===== src/design/stop_and_wait_arq_sender_macros.svh =====
// Assertion helpers for the ARQ sender.
`ifndef STOP_AND_WAIT_ARQ_SENDER_MACROS_SVH
`define STOP_AND_WAIT_ARQ_SENDER_MACROS_SVH

`ifndef SYNTH
// Same-cycle implication, ignored while reset is high
`define SAW_ASSERT_IMP(label, clk, rst, ante, cons) \
   label: assert property (@(posedge clk) disable iff (rst) (ante) |-> (cons)) \
      else $error("assertion failed");
// Next-cycle implication, ignored while reset is high
`define SAW_ASSERT_NXT(label, clk, rst, ante, cons) \
   label: assert property (@(posedge clk) disable iff (rst) (ante) |=> (cons)) \
      else $error("assertion failed");
`else
`define SAW_ASSERT_IMP(label, clk, rst, ante, cons)
`define SAW_ASSERT_NXT(label, clk, rst, ante, cons)
`endif

`endif


===== src/design/sawarq_pkg.sv =====
package sawarq_pkg;

   localparam int QUEUE_DEPTH  = 16;
   localparam int QIDX_W       = (QUEUE_DEPTH > 1) ? $clog2(QUEUE_DEPTH) : 1;
   localparam int QCNT_W       = $clog2(QUEUE_DEPTH + 1);
   localparam int PAYLOAD_BYTES = 20;
   localparam int PAYLOAD_BITS = 8 * PAYLOAD_BYTES;
   // Signed sum of 20 bytes lies in -2560..2540
   localparam int SUM_W        = 13;
   localparam logic [15:0] TIMEOUT_RESET = 16'd22;
   localparam logic [31:0] ACK_VALUE     = 32'd1;

   typedef enum logic [1:0] {
      CMD_MESSAGE = 2'd0,
      CMD_PACKET  = 2'd1,
      CMD_EXPIRY  = 2'd2
   } command_type;

   typedef enum logic [2:0] {
      OUT_SENT        = 3'd0,
      OUT_ACK_OK      = 3'd1,
      OUT_IGNORED     = 3'd2,
      OUT_DROP        = 3'd3,
      OUT_RESEND      = 3'd4,
      OUT_EXP_IGNORED = 3'd5
   } outcome_type;

   // One packet: sequence, payload and its signed byte sum
   typedef struct packed {
      logic [31:0]             seq;
      logic [63:0]             low;
      logic [63:0]             mid;
      logic [31:0]             high;
      logic signed [SUM_W-1:0] sum;
   } packet_type;

endpackage


===== src/design/stop_and_wait_arq_sender.sv =====
// Stop-and-wait ARQ sender.
// Input channel (req_*): one beat is a new message, an arriving packet or a
// timer expiry, selected by req_command. Result channel (rsp_*): exactly one
// beat per input beat, in order, telling whether a packet goes out, whether
// the retransmit timer starts or stops, and the outcome code.
// csr_write_enable/csr_write_data set the retransmit timeout (reset 22);
// write it only while no beat is in the block.
// A beat goes through the input register, then the protocol update into the
// result register. One beat per cycle while rsp_stall lets the result move;
// the sender state (in-flight packet and the 16-entry queue) is updated once
// per cycle in the second stage, when that stage advances.
// When rsp_stall is high the result register holds, the input register
// fills behind it and req_stall then rises; nothing is lost or repeated.
// Reset (synchronous) empties both stages and the queue, clears the in-flight
// flag and the sequence counter, and restores the timeout to 22. Queue
// storage is not cleared; only counted entries are ever read.
`include "stop_and_wait_arq_sender_macros.svh"

module stop_and_wait_arq_sender
   import sawarq_pkg::*;
(
   input  logic        clock,
   input  logic        reset,
   input  logic        csr_write_enable,
   input  logic [15:0] csr_write_data,
   input  logic        req_valid,
   output logic        req_stall,
   input  logic [1:0]  req_command,
   input  logic [63:0] req_payload_low,
   input  logic [63:0] req_payload_mid,
   input  logic [31:0] req_payload_high,
   input  logic [31:0] req_pkt_seq,
   input  logic signed [31:0] req_pkt_ack,
   input  logic signed [31:0] req_pkt_checksum,
   output logic        rsp_valid,
   input  logic        rsp_stall,
   output logic        rsp_send_valid,
   output logic [31:0] rsp_send_seq,
   output logic        rsp_send_ack,
   output logic signed [31:0] rsp_send_checksum,
   output logic [63:0] rsp_send_payload_low,
   output logic [63:0] rsp_send_payload_mid,
   output logic [31:0] rsp_send_payload_high,
   output logic        rsp_start_timer,
   output logic [15:0] rsp_timer_duration,
   output logic        rsp_stop_timer,
   output logic [2:0]  rsp_outcome
);

   // Sum of all payload bytes, each taken as signed
   function automatic logic signed [SUM_W-1:0] byte_sum(input logic [PAYLOAD_BITS-1:0] p);
      logic signed [SUM_W-1:0] s;
      s = '0;
      for (int i = 0; i < PAYLOAD_BYTES; i++) begin
         s = s + SUM_W'(signed'(p[8*i +: 8]));
      end
      return s;
   endfunction

   function automatic logic [QIDX_W-1:0] wrap_inc(input logic [QIDX_W-1:0] p);
      return (p == QIDX_W'(QUEUE_DEPTH - 1)) ? '0 : p + 1'b1;
   endfunction

   // Configuration
   logic [15:0] timeout_ff, timeout_in;

   // Input stage
   logic        s1_valid_ff, s1_valid_in;
   logic [1:0]  s1_command_ff, s1_command_in;
   packet_type  s1_pkt_ff, s1_pkt_in;
   logic [31:0] s1_ack_ff, s1_ack_in;
   logic [31:0] s1_csum_ff, s1_csum_in;

   // Sender state
   logic [31:0]       next_seq_ff, next_seq_in;
   logic              flight_valid_ff, flight_valid_in;
   packet_type        flight_ff, flight_in;
   packet_type        queue_mem_ff [QUEUE_DEPTH];
   logic [QIDX_W-1:0] queue_head_ff, queue_head_in;
   logic [QIDX_W-1:0] queue_tail_ff, queue_tail_in;
   logic [QCNT_W-1:0] queue_count_ff, queue_count_in;
   logic              push;
   packet_type        push_entry;

   // Result register
   logic        rsp_valid_ff, rsp_valid_in;
   logic        send_ff, send_in;
   logic        stop_ff, stop_in;
   outcome_type outcome_ff, outcome_in;
   packet_type  sent_ff, sent_in;
   logic [31:0] sent_csum_ff, sent_csum_in;
   logic [15:0] duration_ff, duration_in;

   logic advance;
   logic ack_ok;
   logic [31:0] rx_csum;

   // Handshake: stage 2 moves when the result register is free or drained
   assign advance   = !rsp_valid_ff || !rsp_stall;
   assign req_stall = s1_valid_ff && !advance;

   always_comb begin
      timeout_in = csr_write_enable ? csr_write_data : timeout_ff;
   end

   // Load the input register, with the byte sum of the arriving payload
   always_comb begin
      s1_valid_in   = s1_valid_ff;
      s1_command_in = s1_command_ff;
      s1_pkt_in     = s1_pkt_ff;
      s1_ack_in     = s1_ack_ff;
      s1_csum_in    = s1_csum_ff;
      if (!req_stall) begin
         s1_valid_in = req_valid;
         if (req_valid) begin
            s1_command_in  = req_command;
            s1_pkt_in.seq  = req_pkt_seq;
            s1_pkt_in.low  = req_payload_low;
            s1_pkt_in.mid  = req_payload_mid;
            s1_pkt_in.high = req_payload_high;
            s1_pkt_in.sum  = byte_sum({req_payload_high, req_payload_mid, req_payload_low});
            s1_ack_in      = $unsigned(req_pkt_ack);
            s1_csum_in     = $unsigned(req_pkt_checksum);
         end
      end
   end

   // Checksum the arriving packet would need to be accepted
   assign rx_csum = 32'(s1_pkt_ff.sum) + s1_pkt_ff.seq + s1_ack_ff;
   assign ack_ok  = flight_valid_ff && (s1_ack_ff == ACK_VALUE)
                    && (s1_pkt_ff.seq == flight_ff.seq) && (s1_csum_ff == rx_csum);

   // Protocol step on the beat in the input register
   always_comb begin
      next_seq_in     = next_seq_ff;
      flight_valid_in = flight_valid_ff;
      flight_in       = flight_ff;
      queue_head_in   = queue_head_ff;
      queue_tail_in   = queue_tail_ff;
      queue_count_in  = queue_count_ff;
      push            = 1'b0;
      push_entry      = s1_pkt_ff;
      push_entry.seq  = next_seq_ff;
      send_in         = 1'b0;
      stop_in         = 1'b0;
      outcome_in      = OUT_IGNORED;

      if (s1_valid_ff) begin
         case (s1_command_ff)
            CMD_MESSAGE: begin
               if (!flight_valid_ff) begin
                  flight_valid_in = 1'b1;
                  flight_in       = push_entry;
                  next_seq_in     = next_seq_ff + 32'd1;
                  send_in         = 1'b1;
                  outcome_in      = OUT_SENT;
               end else if (queue_count_ff == QCNT_W'(QUEUE_DEPTH)) begin
                  outcome_in = OUT_DROP;
               end else begin
                  push           = 1'b1;
                  queue_tail_in  = wrap_inc(queue_tail_ff);
                  queue_count_in = queue_count_ff + 1'b1;
                  next_seq_in    = next_seq_ff + 32'd1;
                  outcome_in     = OUT_SENT;
               end
            end
            CMD_PACKET: begin
               if (ack_ok) begin
                  stop_in         = 1'b1;
                  outcome_in      = OUT_ACK_OK;
                  flight_valid_in = 1'b0;
                  if (queue_count_ff != '0) begin
                     flight_valid_in = 1'b1;
                     flight_in       = queue_mem_ff[queue_head_ff];
                     queue_head_in   = wrap_inc(queue_head_ff);
                     queue_count_in  = queue_count_ff - 1'b1;
                     send_in         = 1'b1;
                  end
               end
            end
            CMD_EXPIRY: begin
               if (flight_valid_ff) begin
                  send_in    = 1'b1;
                  outcome_in = OUT_RESEND;
               end else begin
                  outcome_in = OUT_EXP_IGNORED;
               end
            end
            default: begin
               outcome_in = OUT_IGNORED;
            end
         endcase
      end
   end

   // Result register contents; zero fields when nothing is sent
   always_comb begin
      rsp_valid_in = advance ? s1_valid_ff : rsp_valid_ff;
      sent_in      = send_in ? flight_in : '0;
      sent_csum_in = send_in ? (32'(flight_in.sum) + flight_in.seq + ACK_VALUE) : 32'd0;
      duration_in  = send_in ? timeout_ff : 16'd0;
   end

   always_ff @(posedge clock) begin
      if (reset) begin
         timeout_ff      <= TIMEOUT_RESET;
         s1_valid_ff     <= 1'b0;
         rsp_valid_ff    <= 1'b0;
         next_seq_ff     <= '0;
         flight_valid_ff <= 1'b0;
         queue_head_ff   <= '0;
         queue_tail_ff   <= '0;
         queue_count_ff  <= '0;
      end else begin
         timeout_ff   <= timeout_in;
         s1_valid_ff  <= s1_valid_in;
         rsp_valid_ff <= rsp_valid_in;
         if (advance) begin
            next_seq_ff     <= next_seq_in;
            flight_valid_ff <= flight_valid_in;
            queue_head_ff   <= queue_head_in;
            queue_tail_ff   <= queue_tail_in;
            queue_count_ff  <= queue_count_in;
         end
      end
      // Payload: no reset needed
      s1_command_ff <= s1_command_in;
      s1_pkt_ff     <= s1_pkt_in;
      s1_ack_ff     <= s1_ack_in;
      s1_csum_ff    <= s1_csum_in;
      if (advance) begin
         flight_ff    <= flight_in;
         send_ff      <= send_in;
         stop_ff      <= stop_in;
         outcome_ff   <= outcome_in;
         sent_ff      <= sent_in;
         sent_csum_ff <= sent_csum_in;
         duration_ff  <= duration_in;
         if (push && !reset) begin
            queue_mem_ff[queue_tail_ff] <= push_entry;
         end
      end
   end

   // Drive the result beat
   assign rsp_valid             = rsp_valid_ff;
   assign rsp_send_valid        = send_ff;
   assign rsp_send_seq          = sent_ff.seq;
   assign rsp_send_ack          = send_ff;
   assign rsp_send_checksum     = signed'(sent_csum_ff);
   assign rsp_send_payload_low  = sent_ff.low;
   assign rsp_send_payload_mid  = sent_ff.mid;
   assign rsp_send_payload_high = sent_ff.high;
   assign rsp_start_timer       = send_ff;
   assign rsp_timer_duration    = duration_ff;
   assign rsp_stop_timer        = stop_ff;
   assign rsp_outcome           = outcome_ff;

   `SAW_ASSERT_IMP(a_count_bound, clock, reset, 1'b1, queue_count_ff <= QCNT_W'(QUEUE_DEPTH))
   `SAW_ASSERT_IMP(a_queue_needs_flight, clock, reset, queue_count_ff != '0, flight_valid_ff)
   `SAW_ASSERT_IMP(a_stop_is_ack, clock, reset, rsp_valid_ff && stop_ff,
                   outcome_ff == OUT_ACK_OK)
   `SAW_ASSERT_NXT(a_drop_keeps_count, clock, reset,
                   advance && s1_valid_ff && (outcome_in == OUT_DROP),
                   queue_count_ff == QCNT_W'(QUEUE_DEPTH))

endmodule


===== config.mk =====
export PLATFORM = sky130hd
export DESIGN_NAME = stop_and_wait_arq_sender
export DESIGN_NICKNAME = d
export VERILOG_FILES = /design/src/design/sawarq_pkg.sv /design/src/design/stop_and_wait_arq_sender.sv
export VERILOG_INCLUDE_DIRS = /design/src /design/src/design
export SDC_FILE = /design/constraint.sdc
export NUM_CORES = 2
export LEC_CHECK = 0
export BUFFER_PORTS_ARGS = -buffer_cell sky130_fd_sc_hd__buf_2
export CAP_MARGIN = 20
export CORE_MARGIN = 2
export CORE_UTILIZATION = 57
export DETAILED_ROUTE_END_ITERATION = 7
export HOLD_SLACK_MARGIN = 0.02
export PLACE_DENSITY = 0.79
export SETUP_SLACK_MARGIN = 0.5
export SLEW_MARGIN = 0
export SYNTH_ARGS = -nofsm -noshare
export SYNTH_HDL_FRONTEND = slang
export SYNTH_SLANG_ARGS = --single-unit

===== constraint.sdc =====
create_clock -name clock -period 89.7 [get_ports clock]
set_input_delay 8.97 -clock clock [delete_from_list [all_inputs] [get_ports clock]]
set_output_delay 8.97 -clock clock [all_outputs]
set_load 0.02 [all_outputs]

==> out/results.txt <==
Status: finished clean
Initial Utilization: 0.572
Chip width: 539 um
CP peak stage delay: 0.39 ns
Top FF cell, synth: edfxtp_1
P&R area growth vs syn: 12.6%
Total grt overflow: 0
Slew @ Worst Pin: 1.19 ns
Setup violators final: 0
Pwr Density: 26.7 nW/um2
Worst-path fanout max: 31
Layout Cells excl Fill: 12600
Syn nets: 8320
P_leak: 61.7 nW
Max-slew headroom: 0.207
Dpl cells: 11800
Die ar.: 290000 um2
Antenna Nets Post-Route: 0
WHS Path Cells: 2
Setup TNS: 0 ns
Pins Over Slew Limit: 0
Vias/cell: 6.83
Post-DR wirelength/cell: 35.5 um
Final hold vios: 0
DR vias: 85700
Num CTS Buffers: 393
Cells after synthesis: 7758
Final Critical Period: 18.96 ns
Gr usage total: 0.305
Clock Sinks: 4069
Distinct cells, synth: 80
DRC viols: 0
Initial antenna violation count: 52
Rows: 196
Max Cap Viol: 0
Placer Congestion: 0.922
#FFs+latches synth: 4069
HPWL after DPL: 240 mm
Mean post-synth cell area: 21.0 um2
Core Region: 285000 um2
CP cell instances: buf_2 > nand2_4 > nor2_1 > buf_2
Commonest non-fill, non-tap cell in the layout: edfxtp_1
Maximum vdd drop: 0.0768 mV
Layout Nets: 9010
CTS tree: done
Tcrit/Tclk final: 0.211
Number of synthesized flops with an enable pin: 4001
Seq/Total Area, Yosys: 0.746
Fmax: 52.8 MHz
Cts repair resizes: 0
Post-CTS Repair Setup Buffers: 0
Clock Latency Late Sink: 1.00 ns
Hold Crit Class: reg -> reg
Largest net degree at the start of global routing: 143
Startpoint types: input pin
Critical path class: in -> out
Slowest cell on the critical path: nor2_1
IO buf count: 527
CP required: 80.73 ns
Commonest non-fill, non-tap cells in the layout: edfxtp_1, mux4_2, buf_2, clkbuf_16, inv_1
R2R depth: 29
Mapped Area: 163000 um2
RSZ-0062 raised after global routing: false
CTS root buf: clkbuf_16
Starting DRC count in detailed routing: 13400
First-pass GRT wire length: 630 mm
Drt total wl: 446 mm
CTS Hold Bufs: 0
Synth warnings: 0
Clk slew on worst S/H paths: 0.06 ns
Number of global-route vias before repair: 86400
WP data arrival: 9.99 ns
Layout cells sized above 1: 0.258
Clk buf depth: 4
Clock Skew: 0.117 ns
Asr flop ratio synth: 0
Depth of the CTS H-tree: 5
Die extent in y: 539 um
Cell mode on critical path: buf_2
DR pass1 iterations: 6
Crit end category: output pin
I/O pins: 528
[layout make-up]
type                    instances  area, um2
flip-flops and latches       4069     122000
fillers                     17800     101000
multi-input cells            3062      39200
clock buffers                 471      10200
well taps                    3762       4710
repair buffers                675       4000
clock inverters               259       2870
inverters                     247        932
diodes                         18       45.0
[stage by stage]
stage | hold WS [ns] | util | total power [mW] | setup slack (ns) | area, um2
after floorplan | 0.452 | - | 2.97 | 54.00 | 163000
after global routing | 0.502 | 0.644 | 5.07 | 70.67 | 183000
after global placement | 0.464 | 0.598 | 3.21 | 70.76 | 170000
after CTS | 0.486 | 0.644 | 4.89 | 70.73 | 183000
final | 0.489 | 0.644 | 4.89 | 70.74 | 183000
after detailed placement | 0.477 | 0.598 | 3.23 | 70.73 | 170000
[worst max-delay path: cells and delay by family]
family                 cells  cell delay [ns]
AND/OR/NAND/NOR            2             0.67
buffers and inverters      2             0.34
[path summary, 6_finish.rpt]
check                startpoint               endpoint  slack (ns)
hold / removal    timeout_ff[4]          timeout_ff[4]        0.49
setup reg to reg  push_entry[3]  rsp_send_checksum[28]       77.92
setup / recovery      rsp_stall              req_stall       70.74
hold reg to reg   timeout_ff[4]          timeout_ff[4]        0.49
[per-layer routing]
metal | up-vias | wire (um) | share of wire | GRT usage
met5 | - | 236 | 0.00053 | 0
met1 | 44400 | 156000 | 0.35 | 0.413
met2 | 7041 | 213000 | 0.48 | 0.481
li1 | 33200 | - | - | -
met3 | 1028 | 54500 | 0.12 | 0.0660
met4 | 32 | 22800 | 0.051 | 0.136
[power by group]
part	switching [mW]	leakage [nW]	internal [mW]
Sequential	0.0556	38.9	2.20
Combinational	0.553	16.5	0.410
Clock	0.734	6.33	0.943
Total	1.34	61.7	3.55
[cells in the mapped netlist (all sizes together) (89+ instances only)]
cell type | number | area (um2)
edfxtp | 4001 | 120000
mux4 | 961 | 21600
clkbuf | 249 | 935
inv | 247 | 927
and2 | 214 | 1340
a22o | 196 | 1720
fa | 190 | 3800
a21o | 178 | 1340
nor2 | 166 | 623
a21oi | 146 | 731
mux2i | 133 | 1330
buf | 131 | 548
ha | 93 | 1160
xnor2 | 93 | 815
nand2 | 89 | 334
[registers in the layout (all words and copies together), names as in the netlist, 2 cells and up, named ones only]
name	flops
s1_ack_ff	32
push_entry	173
rsp_send_payload_mid	64
timeout_ff	16
s1_command_ff	2
s1_pkt_ff	32
queue_tail_ff	4
rsp_send_payload_low	64
flight_ff	205
rsp_timer_duration	16
rsp_outcome	3
next_seq_ff	32
queue_count_ff	5
rsp_send_checksum	32
queue_head_ff	4
s1_csum_ff	32
queue_mem_ff	3280
rsp_send_seq	32
rsp_send_payload_high	32
[cell families after synthesis]
family,synth area share
multiplexers,0.142
buffers and inverters,0.0148
flip-flops,0.746
XOR/XNOR,0.00774
adder cells (fa/ha/maj),0.0305
AO/OA/AOI/OAI,0.0344
AND/OR/NAND/NOR,0.0246
(Power assumes the default switching activity.)
